==> src/rtl/apq_pkg.sv <==
// ============================================================================
// apq_pkg
// Shared types and constants of the age priority queue.
// ============================================================================
package apq_pkg;

  localparam int CAPACITY = 16;
  localparam int KEY_BITS = 16;
  localparam int AGE_BITS = 8;

  localparam int IDX_W    = $clog2(CAPACITY);
  localparam int CNT_W    = $clog2(CAPACITY + 1);
  localparam int CMD_W    = 2;
  localparam int STATUS_W = 3;

  localparam int IN_FIELDS_W  = CMD_W + KEY_BITS + AGE_BITS;
  localparam int IN_TDATA_W   = ((IN_FIELDS_W + 7) / 8) * 8;
  localparam int OUT_FIELDS_W = STATUS_W + KEY_BITS + AGE_BITS + CNT_W;
  localparam int OUT_TDATA_W  = ((OUT_FIELDS_W + 7) / 8) * 8;

  localparam int IN_KEY_LSB  = CMD_W;
  localparam int IN_AGE_LSB  = CMD_W + KEY_BITS;
  localparam int OUT_KEY_LSB = STATUS_W;
  localparam int OUT_AGE_LSB = STATUS_W + KEY_BITS;
  localparam int OUT_CNT_LSB = STATUS_W + KEY_BITS + AGE_BITS;

  typedef enum logic [CMD_W-1:0] {
    CMD_INSERT     = 2'd0,
    CMD_POP_PRIO   = 2'd1,
    CMD_POP_OLDEST = 2'd2,
    CMD_QUERY      = 2'd3
  } cmd_t;

  typedef enum logic [STATUS_W-1:0] {
    STAT_OK      = 3'd0,
    STAT_DUP     = 3'd1,
    STAT_FULL    = 3'd2,
    STAT_EMPTY   = 3'd3,
    STAT_MISSING = 3'd4
  } status_t;

  typedef struct packed {
    logic clear;
    logic step;
    logic prio;
  } scan_ctl_t;

  typedef struct packed {
    logic                valid;
    logic [KEY_BITS-1:0] key;
    logic [AGE_BITS-1:0] age;
    logic [IDX_W-1:0]    rank;
  } slot_view_t;

  typedef struct packed {
    logic                match_found;
    logic [AGE_BITS-1:0] match_age;
    logic                free_found;
    logic [IDX_W-1:0]    free_idx;
    logic                best_found;
    logic [IDX_W-1:0]    best_idx;
    logic [KEY_BITS-1:0] best_key;
    logic [AGE_BITS-1:0] best_age;
    logic [IDX_W-1:0]    best_rank;
  } scan_res_t;

endpackage

==> src/rtl/age_priority_queue_with_fifo.sv <==
// ============================================================================
// age_priority_queue_with_fifo
// Bounded table of keyed entries served in priority order or arrival order.
// ============================================================================
// Channel  Direction  Handshake             Contents
// in_      request    in_tvalid/in_tready   command, entry_key, entry_age
// out_     result     out_tvalid/out_tready status, out_key, out_age, count
//
// A request is accepted while idle; the shared compare unit then examines one
// slot per cycle across all sixteen slots, and a commit step applies the change.
// The commit waits while the previous result has not yet been taken.
// Reset clears the slot valid bits and the entry count.
// ============================================================================
module age_priority_queue_with_fifo
  import apq_pkg::*;
(
  input  logic                   clk,
  input  logic                   rst_n,
  input  logic                   in_tvalid,
  output logic                   in_tready,
  // [1:0] command, [17:2] entry_key, [25:18] entry_age, upper bits zero
  input  logic [IN_TDATA_W-1:0]  in_tdata,
  output logic                   out_tvalid,
  input  logic                   out_tready,
  // [2:0] status, [18:3] out_key, [26:19] out_age, [31:27] count
  output logic [OUT_TDATA_W-1:0] out_tdata
);

  typedef enum logic [2:0] {
    S_IDLE   = 3'b001,
    S_SCAN   = 3'b010,
    S_COMMIT = 3'b100
  } state_t;

  state_t              state_r;
  logic [IDX_W-1:0]    idx_r;
  cmd_t                cmd_r;
  logic [KEY_BITS-1:0] qkey_r;
  logic [AGE_BITS-1:0] qage_r;
  logic [CNT_W-1:0]    cnt_r;
  logic [CNT_W-1:0]    cnt_nxt;
  logic [CAPACITY-1:0] valid_r;

  logic [KEY_BITS-1:0] skey_r  [CAPACITY];
  logic [AGE_BITS-1:0] sage_r  [CAPACITY];
  logic [IDX_W-1:0]    srank_r [CAPACITY];

  logic                out_valid_r;
  status_t             out_status_r;
  logic [KEY_BITS-1:0] out_key_r;
  logic [AGE_BITS-1:0] out_age_r;
  logic [CNT_W-1:0]    out_count_r;

  scan_ctl_t  sctl;
  slot_view_t sview;
  scan_res_t  sres;

  logic                in_fire;
  logic                commit_go;
  logic                do_insert;
  logic                do_remove;
  status_t             stat;
  logic [KEY_BITS-1:0] okey;
  logic [AGE_BITS-1:0] oage;

  assign in_tready = (state_r == S_IDLE);
  assign in_fire   = in_tvalid && in_tready;
  assign commit_go = (state_r == S_COMMIT) && (!out_valid_r || out_tready);

  assign sctl.clear = in_fire;
  assign sctl.step  = (state_r == S_SCAN);
  assign sctl.prio  = (cmd_r == CMD_POP_PRIO);

  assign sview.valid = valid_r[idx_r];
  assign sview.key   = skey_r[idx_r];
  assign sview.age   = sage_r[idx_r];
  assign sview.rank  = srank_r[idx_r];

  apq_scan u_scan (
    .clk       (clk),
    .rst_n     (rst_n),
    .ctl       (sctl),
    .idx       (idx_r),
    .query_key (qkey_r),
    .slot      (sview),
    .res       (sres)
  );

  always_comb begin
    stat      = STAT_OK;
    okey      = '0;
    oage      = '0;
    cnt_nxt   = cnt_r;
    do_insert = 1'b0;
    do_remove = 1'b0;
    unique case (cmd_r)
      CMD_INSERT: begin
        priority if (sres.match_found) begin
          stat = STAT_DUP;
        end else if (cnt_r == CNT_W'(CAPACITY) || !sres.free_found) begin
          stat = STAT_FULL;
        end else begin
          do_insert = 1'b1;
          cnt_nxt   = cnt_r + CNT_W'(1);
        end
      end
      CMD_POP_PRIO, CMD_POP_OLDEST: begin
        if (!sres.best_found) begin
          stat = STAT_EMPTY;
        end else begin
          do_remove = 1'b1;
          okey      = sres.best_key;
          oage      = sres.best_age;
          cnt_nxt   = cnt_r - CNT_W'(1);
        end
      end
      CMD_QUERY: begin
        if (sres.match_found) begin
          oage = sres.match_age;
        end else begin
          stat = STAT_MISSING;
        end
      end
      default: begin
        stat = STAT_OK;
      end
    endcase
  end

  always_ff @(posedge clk) begin
    if (!rst_n) begin
      state_r <= S_IDLE;
      idx_r   <= '0;
    end else begin
      unique case (state_r)
        S_IDLE: begin
          if (in_fire) begin
            state_r <= S_SCAN;
            idx_r   <= '0;
          end
        end
        S_SCAN: begin
          idx_r <= idx_r + IDX_W'(1);
          if (idx_r == IDX_W'(CAPACITY - 1)) begin
            state_r <= S_COMMIT;
          end
        end
        S_COMMIT: begin
          if (commit_go) begin
            state_r <= S_IDLE;
          end
        end
        default: begin
          state_r <= S_IDLE;
        end
      endcase
    end
  end

  always_ff @(posedge clk) begin
    if (in_fire) begin
      cmd_r  <= cmd_t'(in_tdata[CMD_W-1:0]);
      qkey_r <= in_tdata[IN_KEY_LSB +: KEY_BITS];
      qage_r <= in_tdata[IN_AGE_LSB +: AGE_BITS];
    end
  end

  always_ff @(posedge clk) begin
    if (!rst_n) begin
      valid_r <= '0;
      cnt_r   <= '0;
    end else if (commit_go) begin
      cnt_r <= cnt_nxt;
      if (do_insert) begin
        valid_r[sres.free_idx] <= 1'b1;
      end
      if (do_remove) begin
        valid_r[sres.best_idx] <= 1'b0;
      end
    end
  end

  always_ff @(posedge clk) begin
    if (commit_go && do_insert) begin
      skey_r[sres.free_idx] <= qkey_r;
      sage_r[sres.free_idx] <= qage_r;
    end
    for (int i = 0; i < CAPACITY; i++) begin
      if (commit_go && do_insert && (sres.free_idx == IDX_W'(i))) begin
        srank_r[i] <= cnt_r[IDX_W-1:0];
      end else if (commit_go && do_remove && valid_r[i] &&
                   (srank_r[i] > sres.best_rank)) begin
        srank_r[i] <= srank_r[i] - IDX_W'(1);
      end
    end
  end

  always_ff @(posedge clk) begin
    if (!rst_n) begin
      out_valid_r <= 1'b0;
    end else if (commit_go) begin
      out_valid_r <= 1'b1;
    end else if (out_tready) begin
      out_valid_r <= 1'b0;
    end
  end

  always_ff @(posedge clk) begin
    if (commit_go) begin
      out_status_r <= stat;
      out_key_r    <= okey;
      out_age_r    <= oage;
      out_count_r  <= cnt_nxt;
    end
  end

  assign out_tvalid = out_valid_r;

  always_comb begin
    out_tdata                            = '0;
    out_tdata[STATUS_W-1:0]              = out_status_r;
    out_tdata[OUT_KEY_LSB +: KEY_BITS]   = out_key_r;
    out_tdata[OUT_AGE_LSB +: AGE_BITS]   = out_age_r;
    out_tdata[OUT_CNT_LSB +: CNT_W]      = out_count_r;
  end

  // The count always matches the number of occupied slots.
  a_count_matches_valid : assert property (
    @(posedge clk) disable iff (!rst_n)
      CNT_W'($countones(valid_r)) == cnt_r
  ) else $error("entry count disagrees with occupied slots");

  // The count never exceeds the table size.
  a_count_bounded : assert property (
    @(posedge clk) disable iff (!rst_n)
      cnt_r <= CNT_W'(CAPACITY)
  ) else $error("entry count above capacity");

  // An accepted request always starts a scan at the first slot.
  a_scan_starts : assert property (
    @(posedge clk) disable iff (!rst_n)
      in_fire |=> (state_r == S_SCAN) && (idx_r == '0)
  ) else $error("scan did not start after request");

  // A successful removal lowers the count by one.
  a_remove_count : assert property (
    @(posedge clk) disable iff (!rst_n)
      (commit_go && do_remove) |=> cnt_r == $past(cnt_r) - CNT_W'(1)
  ) else $error("removal did not lower the count");

endmodule

==> src/rtl/apq_scan.sv <==
// ============================================================================
// apq_scan
// Shared compare unit that looks at one slot per cycle and keeps the running
// key match, first free slot and best candidate for removal.
// ============================================================================
module apq_scan
  import apq_pkg::*;
(
  input  logic       clk,
  input  logic       rst_n,
  input  scan_ctl_t  ctl,
  input  logic [IDX_W-1:0]    idx,
  input  logic [KEY_BITS-1:0] query_key,
  input  slot_view_t slot,
  output scan_res_t  res
);

  scan_res_t res_r;
  logic      take_best;
  logic      better;
  logic      key_hit;

  always_comb begin
    if (ctl.prio) begin
      better = (slot.age > res_r.best_age) ||
               ((slot.age == res_r.best_age) && (slot.rank < res_r.best_rank));
    end else begin
      better = slot.rank < res_r.best_rank;
    end
    take_best = slot.valid && (!res_r.best_found || better);
    key_hit   = slot.valid && (slot.key == query_key) && !res_r.match_found;
  end

  always_ff @(posedge clk) begin
    if (!rst_n) begin
      res_r.match_found <= 1'b0;
      res_r.free_found  <= 1'b0;
      res_r.best_found  <= 1'b0;
    end else if (ctl.clear) begin
      res_r.match_found <= 1'b0;
      res_r.free_found  <= 1'b0;
      res_r.best_found  <= 1'b0;
    end else if (ctl.step) begin
      if (key_hit) begin
        res_r.match_found <= 1'b1;
        res_r.match_age   <= slot.age;
      end
      if (!slot.valid && !res_r.free_found) begin
        res_r.free_found <= 1'b1;
        res_r.free_idx   <= idx;
      end
      if (take_best) begin
        res_r.best_found <= 1'b1;
        res_r.best_idx   <= idx;
        res_r.best_key   <= slot.key;
        res_r.best_age   <= slot.age;
        res_r.best_rank  <= slot.rank;
      end
    end
  end

  assign res = res_r;

endmodule

==> config.mk <==
export PLATFORM = sky130hd
export DESIGN_NAME = age_priority_queue_with_fifo
export DESIGN_NICKNAME = d
export VERILOG_FILES = /design/src/rtl/apq_pkg.sv /design/src/rtl/age_priority_queue_with_fifo.sv /design/src/rtl/apq_scan.sv
export SDC_FILE = /design/constraint.sdc
export NUM_CORES = 1
export LEC_CHECK = 0
export BUFFER_PORTS_ARGS = -buffer_cell sky130_fd_sc_hd__buf_2
export CORE_ASPECT_RATIO = 0.6
export CORE_MARGIN = 3
export CORE_UTILIZATION = 30
export CTS_CLUSTER_SIZE = 24
export DETAILED_ROUTE_END_ITERATION = 8
export HOLD_SLACK_MARGIN = 0.15
export SYNTH_ARGS = -nofsm -noshare
export SYNTH_HDL_FRONTEND = slang
export SYNTH_SLANG_ARGS = --single-unit
==> constraint.sdc <==
create_clock -name clk -period 6.4 [get_ports clk]
set_clock_uncertainty 0.15 [all_clocks]
set_input_delay 0.32 -clock clk [delete_from_list [all_inputs] [get_ports clk]]
set_output_delay 0.32 -clock clk [all_outputs]
set_load 0.02 [all_outputs]
==> results of run 1 <==
critical path, stage by stage, from the launching register on:
cell	delay, ps
dfxtp_1	920
clkinv_1	660
ha_1	450
nand4bb_1	160
nand4_1	240
or4_1	750
nor2_4	830
nor2_1	320
nor2_1	170
a21oi_1	50
metal layers:
layer	part of all wire	track usage	vias up
li1	-	-	6205
met1	0.48	0.2310	7465
met2	0.42	0.2102	603
met3	0.095	0.03874	62
met4	0.013	0.02467	0
met5	0	0	-
synthesized netlist by cell type, types with 4 or more instances:
cell type / instances / area share
edfxtp_1: 550 / 0.64
mux4_2: 116 / 0.10
ha_1: 99 / 0.048
nor2_1: 70 / 0.010
inv_1: 51 / 0.0075
o21ai_0: 47 / 0.0092
mux2i_1: 46 / 0.018
nand2_1: 39 / 0.0057
o21a_1: 39 / 0.011
clkbuf_1: 38 / 0.0056
dfxtp_1: 36 / 0.028
a21oi_1: 28 / 0.0055
xnor2_1: 27 / 0.0092
nand4_1: 24 / 0.0059
nor2b_1: 23 / 0.0056
nor3_1: 22 / 0.0043
xor2_1: 20 / 0.0068
and3_1: 19 / 0.0046
buf_2: 16 / 0.0031
o2111ai_1: 16 / 0.0055
mux2_2: 15 / 0.0066
o221a_2: 15 / 0.0066
nand3_1: 14 / 0.0027
mux4_1: 12 / 0.012
nand2b_1: 12 / 0.0029
or2_2: 12 / 0.0029
a22oi_1: 9 / 0.0026
a31oi_1: 8 / 0.0020
nor3b_1: 7 / 0.0020
buf_1: 5 / 0.00073
buf_4: 4 / 0.0012
kinds of logic (layout without fill, tap and decap cells):
kind of cell	after synthesis	in the layout	share of synthesized area
AO/OA/AOI/OAI	188	188	0.05091
AND/OR/NAND/NOR	258	258	0.05189
flip-flops	586	586	0.6718
multiplexers	190	190	0.1395
XOR/XNOR	47	47	0.01605
adder cells (fa/ha/maj)	99	99	0.04828
buffers and inverters	123	273	0.02151
per-stage QoR:
step           std cells  hold WS, ps  utilization  total power [W]  instance area, µm²
6_report            2775        232.4       0.3502         0.007567               29460
2_1_floorplan       1491        268.9            -         0.004376               25660
5_1_grt             2775        231.3       0.3502         0.007803               29460
4_1_cts             2775        181.8       0.3502         0.007634               29460
3_5_place_dp        2652        345.6       0.3264         0.004437               27460
3_3_place_gp        2652        322.6       0.3264         0.004430               27460
state kept, by name, indices dropped and copies added (netlist names), 4 cells and up, named ones only:
name / count
out_key_r: 16
out_age_r: 8
cnt_r: 5
idx_r: 4
qkey_r: 16
valid_r: 16
skey_r: 256
srank_r: 64
u_scan.res: 47
out_count_r: 5
qage_r: 8
sage_r: 128
path summary, 6_finish.rpt:
check | slack, ps | depth (start not counted) | end | from
max | 1390 | 9 | srank_r[2][3]$_DFFE_PP_ | cnt_r[0]$_SDFFE_PN0P_
min | 230 | 4 | u_scan.res[37]$_SDFFE_PP0P_ | in_tvalid
max reg2reg | 1390 | 9 | srank_r[2][3]$_DFFE_PP_ | cnt_r[0]$_SDFFE_PN0P_
min reg2reg | 380 | 1 | state_r[2]$_SDFFE_PN0P_ | state_r[0]$_SDFFE_PN1P_
layout make-up:
cell class              instances  area [µm²]
clock buffers                  59        1401
clock inverters                37       332.8
fillers                      7904       54670
inverters                      55       206.4
multi-input cells             782        7995
flip-flops and latches        586       17250
well taps                    1134        1419
repair buffers                122       863.3
power groups by stage:
stage	registers [W]	clock network (W)	logic, W
after global routing	0.00425	0.00342	0.000127
final	0.00425	0.00320	0.000118
after floorplan	0.00431	0	0.0000680
after global placement	0.00433	0	0.000103
after detailed placement	0.00433	0	0.000105
after CTS	0.00425	0.00327	0.000118
repair_timing:
action | 4_1_cts | 5_1_grt
hold endpoints to repair | 55 | 0
hold buffers | 27 | 0
gates resized for setup | 0 | 0
endpoints found under the setup margin | 0 | 0
==> reports/metrics.csv, run 1 <==
stage;metric;value;unit
status;outcome;finished, final reports clean;
timing;final setup fails;0;
critical_path;Worst EP required;6560;ps
cells_and_area;layout cells sized above 1;0.2224;
cts;worst-skew pair later-pin latency;620;ps
cts;Clock Pin Slew Worst Setup and Hold Paths;70;ps
synthesis;post-synthesis sequential area ratio;0.6718;
job;max-cap viol count;0;
power;Int Pwr;0.005966;W
grt;total congestion overflow;0;
cts;depth of the CTS H-tree;2;
floorplanning;die width;383.5;µm
synthesis;post-synthesis net count;1626;
synthesis;FFs w/ async S/R, synth;0;
cts;clock buffer depth;3;
power;Logic pwr share;0.016;
synthesis;ys flop type;edfxtp_1;
cells_and_area;Syn-to-layout area delta;14.84;%
timing;Final Hold Viols;0;
detailed_routing;vias per cell;5.166;
power;Power Density;256.8;mW/mm²
cells_and_area;highest-count cells in the layout ignoring fill and taps;550 x edfxtp_1, 116 x mux4_2, 99 x ha_1;
grt;first-pass GRT wire length;97.93;mm
cts;Sink Count;586;
placed_design;Place WS;1462;ps
critical_path;critical path launch point type;flop;
timing;Final TNS setup;0;ps
timing;Max Slew Vio Count;0;
detailed_routing;first-pass detailed-route iteration total;5;
floorplanning;Starting Density;0.3050;
power;Max VDD drop;225.4;µV
critical_path;crit end category;flop;
power;Seq pwr share;0.561;
timing;FMAX;199.6;MHz
grt;Tot GR Track Use;0.1490;
timing;fin crit share;0.7828;
synthesis;Post-synth EDFFs;550;
cells_and_area;most common cell after layout, fill and taps aside;edfxtp_1;
floorplanning;die area;0.08918;mm²
cts;CTS buffer count;52;
synthesis;Yosys cell types;60;
cells_and_area;Final #Nets;1734;
timing;Tightest Pin Transition;1254;ps
timing;RSZ-0062 raised after global routing;no;
power;switching fraction of total power;0.2116;
cts;Root Buffer;clkbuf_16;
detailed_routing;drt wl/cell;24.06;µm
power;Clk network pwr share;0.423;
detailed_routing;DR DRC count;0;
cts;Setup Fix Bufs, Post-CTS;0;
placed_design;GPL Wtd Cong;0.8390;
floorplanning;row count;82;
timing;fin worst setup slack;1390;ps
synthesis;synthesis warning total;0;
worst_hold_path;Worst Hold Class;primary input to flop;
grt;largest net degree at the start of global routing;50;
floorplanning;IO Count;70;
grt;vias in the first global route;14139;
timing;min Tclk post-route;5010;ps
detailed_routing;starting DRC count in detailed routing;1627;
power;leak pwr;9.666;nW
detailed_routing;Post-DRT Antenna Nets;0;
detailed_routing;total wire length;66.75;mm
synthesis;Netlist Area Pre-Place;0.02566;mm²
critical_path;crit-path max FO;19;
cells_and_area;Antenna Cells;0;
critical_path;crit path DAT;5170;ps
synthesis;#FFs+latches synth;586;
power;sw power;0.001601;W
grt;initial antenna violation count;1;
cts;CTS tree;done;
timing;Slew HR;0.1619;
critical_path;WS Path Type;flop to flop;
placed_design;post-DP HPWL;41.23;mm
detailed_routing;Via Count;14335;
floorplanning;Core ar.;0.08413;mm²
placed_design;I/O Buffers;63;
synthesis;Syn Inst Count;1491;
synthesis;Syn Area/Cell;17.21;µm²
floorplanning;Die H;232.5;µm
No activity file was read; power rests on OpenSTA's default activity.
==> run 2: changes to the inputs <==
==> constraint.sdc (replaced) <==
create_clock -name clk -period 5.1 [get_ports clk]
set_clock_uncertainty 0.15 [all_clocks]
set_input_delay 0.255 -clock clk [delete_from_list [all_inputs] [get_ports clk]]
set_output_delay 0.255 -clock clk [all_outputs]
set_load 0.02 [all_outputs]
==> run 2 against run 1 <==
Compared with the run above:
- sequential cell count unchanged
- non-clock buffer count up 21
- clock power increased by 29%
- highest routed layer is now met5
==> reports/metrics.csv, run 2 (synthesis gave the netlist of run 1 again) <==
stage;metric;value;unit
floorplanning;die area;0.08918;mm²
floorplanning;Die H;232.5;µm
job;max-cap viol count;0;
cts;Setup Fix Bufs, Post-CTS;0;
placed_design;I/O Buffers;63;
critical_path;crit path DAT;4370;ps
placed_design;Inst Count DP;2670;
timing;fin crit share;0.8207;
cells_and_area;layout cells sized above 1;0.2248;
detailed_routing;vias per cell;5.148;
cells_and_area;Biggest register;skey_r;
critical_path;Worst EP required;5290;ps
floorplanning;IO Count;70;
floorplanning;Core ar.;0.08413;mm²
cells_and_area;highest-count cells in the layout ignoring fill and taps;550 x edfxtp_1, 116 x mux4_2, 99 x ha_1;
floorplanning;row count;82;
cells_and_area;Largest regs;skey_r (256), sage_r (128), srank_r (64);
worst_hold_path;Hold Path Origin;in_tdata[9];
cts;cts hold-fix bufs;30;
timing;Final Hold Viols;0;
cells_and_area;Syn-to-layout area delta;16.15;%
timing;FMAX;238.9;MHz
detailed_routing;drt wl/cell;24.04;µm
detailed_routing;Post-DRT Antenna Nets;0;
power;leak pwr;9.823;nW
cts;CTS tree;done;
detailed_routing;total wire length;67.26;mm
critical_path;crit-path max FO;25;
detailed_routing;Via Count;14405;
cts;Root Buffer;clkbuf_16;
timing;Tightest Pin Transition;1080;ps
cells_and_area;fin cells;2798;
grt;first-pass GRT wire length;98.15;mm
cells_and_area;max reg flops;256;
timing;RSZ-0062 raised after global routing;no;
worst_hold_path;Worst Hold Class;primary input to flop;
critical_path;critical path launch point type;flop;
cells_and_area;Antenna Cells;0;
cells_and_area;Fill cells;7923;
timing;min Tclk post-route;4186;ps
cells_and_area;multi-input logic area;0.007993;mm²
grt;largest net degree at the start of global routing;39;
detailed_routing;starting DRC count in detailed routing;1738;
cts;depth of the CTS H-tree;2;
placed_design;GPL Wtd Cong;0.8520;
grt;total congestion overflow;0;
cts;CTS buffer count;53;
timing;Max Slew Vio Count;0;
detailed_routing;first-pass detailed-route iteration total;5;
cts;clock buffer depth;3;
floorplanning;Starting Density;0.3050;
power;Max VDD drop;275.7;µV
timing;Slew HR;0.2789;
cells_and_area;most common cell after layout, fill and taps aside;edfxtp_1;
cells_and_area;register area;0.01725;mm²
grt;Tot GR Track Use;0.1493;
status;outcome;finished, final reports clean;
grt;vias in the first global route;14397;
timing;Final TNS setup;0;ps
cts;Clock Pin Slew Worst Setup and Hold Paths;70;ps
power;Power Density;323.0;mW/mm²
placed_design;post-DP HPWL;42.58;mm
grt;initial antenna violation count;3;
critical_path;crit end category;flop;
critical_path;reg2reg path depth;11;
cts;worst-skew pair later-pin latency;620;ps
cts;Sink Count;586;
floorplanning;die width;383.5;µm
cts;post-cts sizing count;0;
worst_hold_path;Worst Hold Depth;2;
timing;final setup fails;0;
detailed_routing;DR DRC count;0;
cells_and_area;Final #Nets;1756;
critical_path;WS Path Type;flop to flop;
==> run 2: power by group <==
group	switching, W	leakage [nW]	internal (W)	total, W
combinational	0.0000822	3.71	0.0000693	0.000152
clock	0.00182	0.867	0.00232	0.00414
sequential	0.0000646	5.25	0.00527	0.00533
==> run 2: per-stage QoR <==
stage	hold WS (ps)	setup slack (ps)	instance area (µm²)	total power, W	utilization
2_1_floorplan	203.9	85.33	25660	0.005492	-
3_3_place_gp	284.7	871.5	27720	0.005561	0.3294
3_5_place_dp	284.6	881.2	27720	0.005570	0.3294
4_1_cts	158.7	844.9	29800	0.009719	0.3542
5_1_grt	168.1	657.8	29800	0.009946	0.3542
6_report	194.5	914.3	29800	0.009626	0.3542
==> run 2: worst max-delay path, stage by stage, from the launching register on <==
cell,delay (ps)
dfxtp_4,690
buf_4,310
mux4_2,530
mux4_2,570
ha_1,360
o21a_1,110
o21a_1,160
o211ai_1,190
a21oi_1,90
o21ai_0,330
a31oi_4,140
buf_4,260
==> run 2: final timing paths <==
check / end / slack (ps)
hold reg to reg: state_r[2]$_SDFFE_PN0P_ / 350
setup / recovery: u_scan.res[5]$_DFFE_PP_ / 910
hold / removal: qkey_r[7]$_DFFE_PP_ / 190
setup reg to reg: u_scan.res[5]$_DFFE_PP_ / 910
==> run 2: area by class of cell <==
| type | instances | share of cell area |
|---|---|---|
| clock buffers | 68 | 0.04707 |
| clock inverters | 30 | 0.01272 |
| inverters | 55 | 0.006928 |
| multi-input cells | 782 | 0.2682 |
| flip-flops and latches | 586 | 0.5787 |
| well taps | 1134 | 0.04761 |
| repair buffers | 143 | 0.03871 |
==> run 2: metal layers <==
layer	GRT usage	routed length, µm	vias to the layer above
li1	-	-	6250
met3	0.03896	6276	83
met4	0.02635	992	2
met5	0	13	-
met2	0.2185	28710	598
met1	0.2242	31260	7472
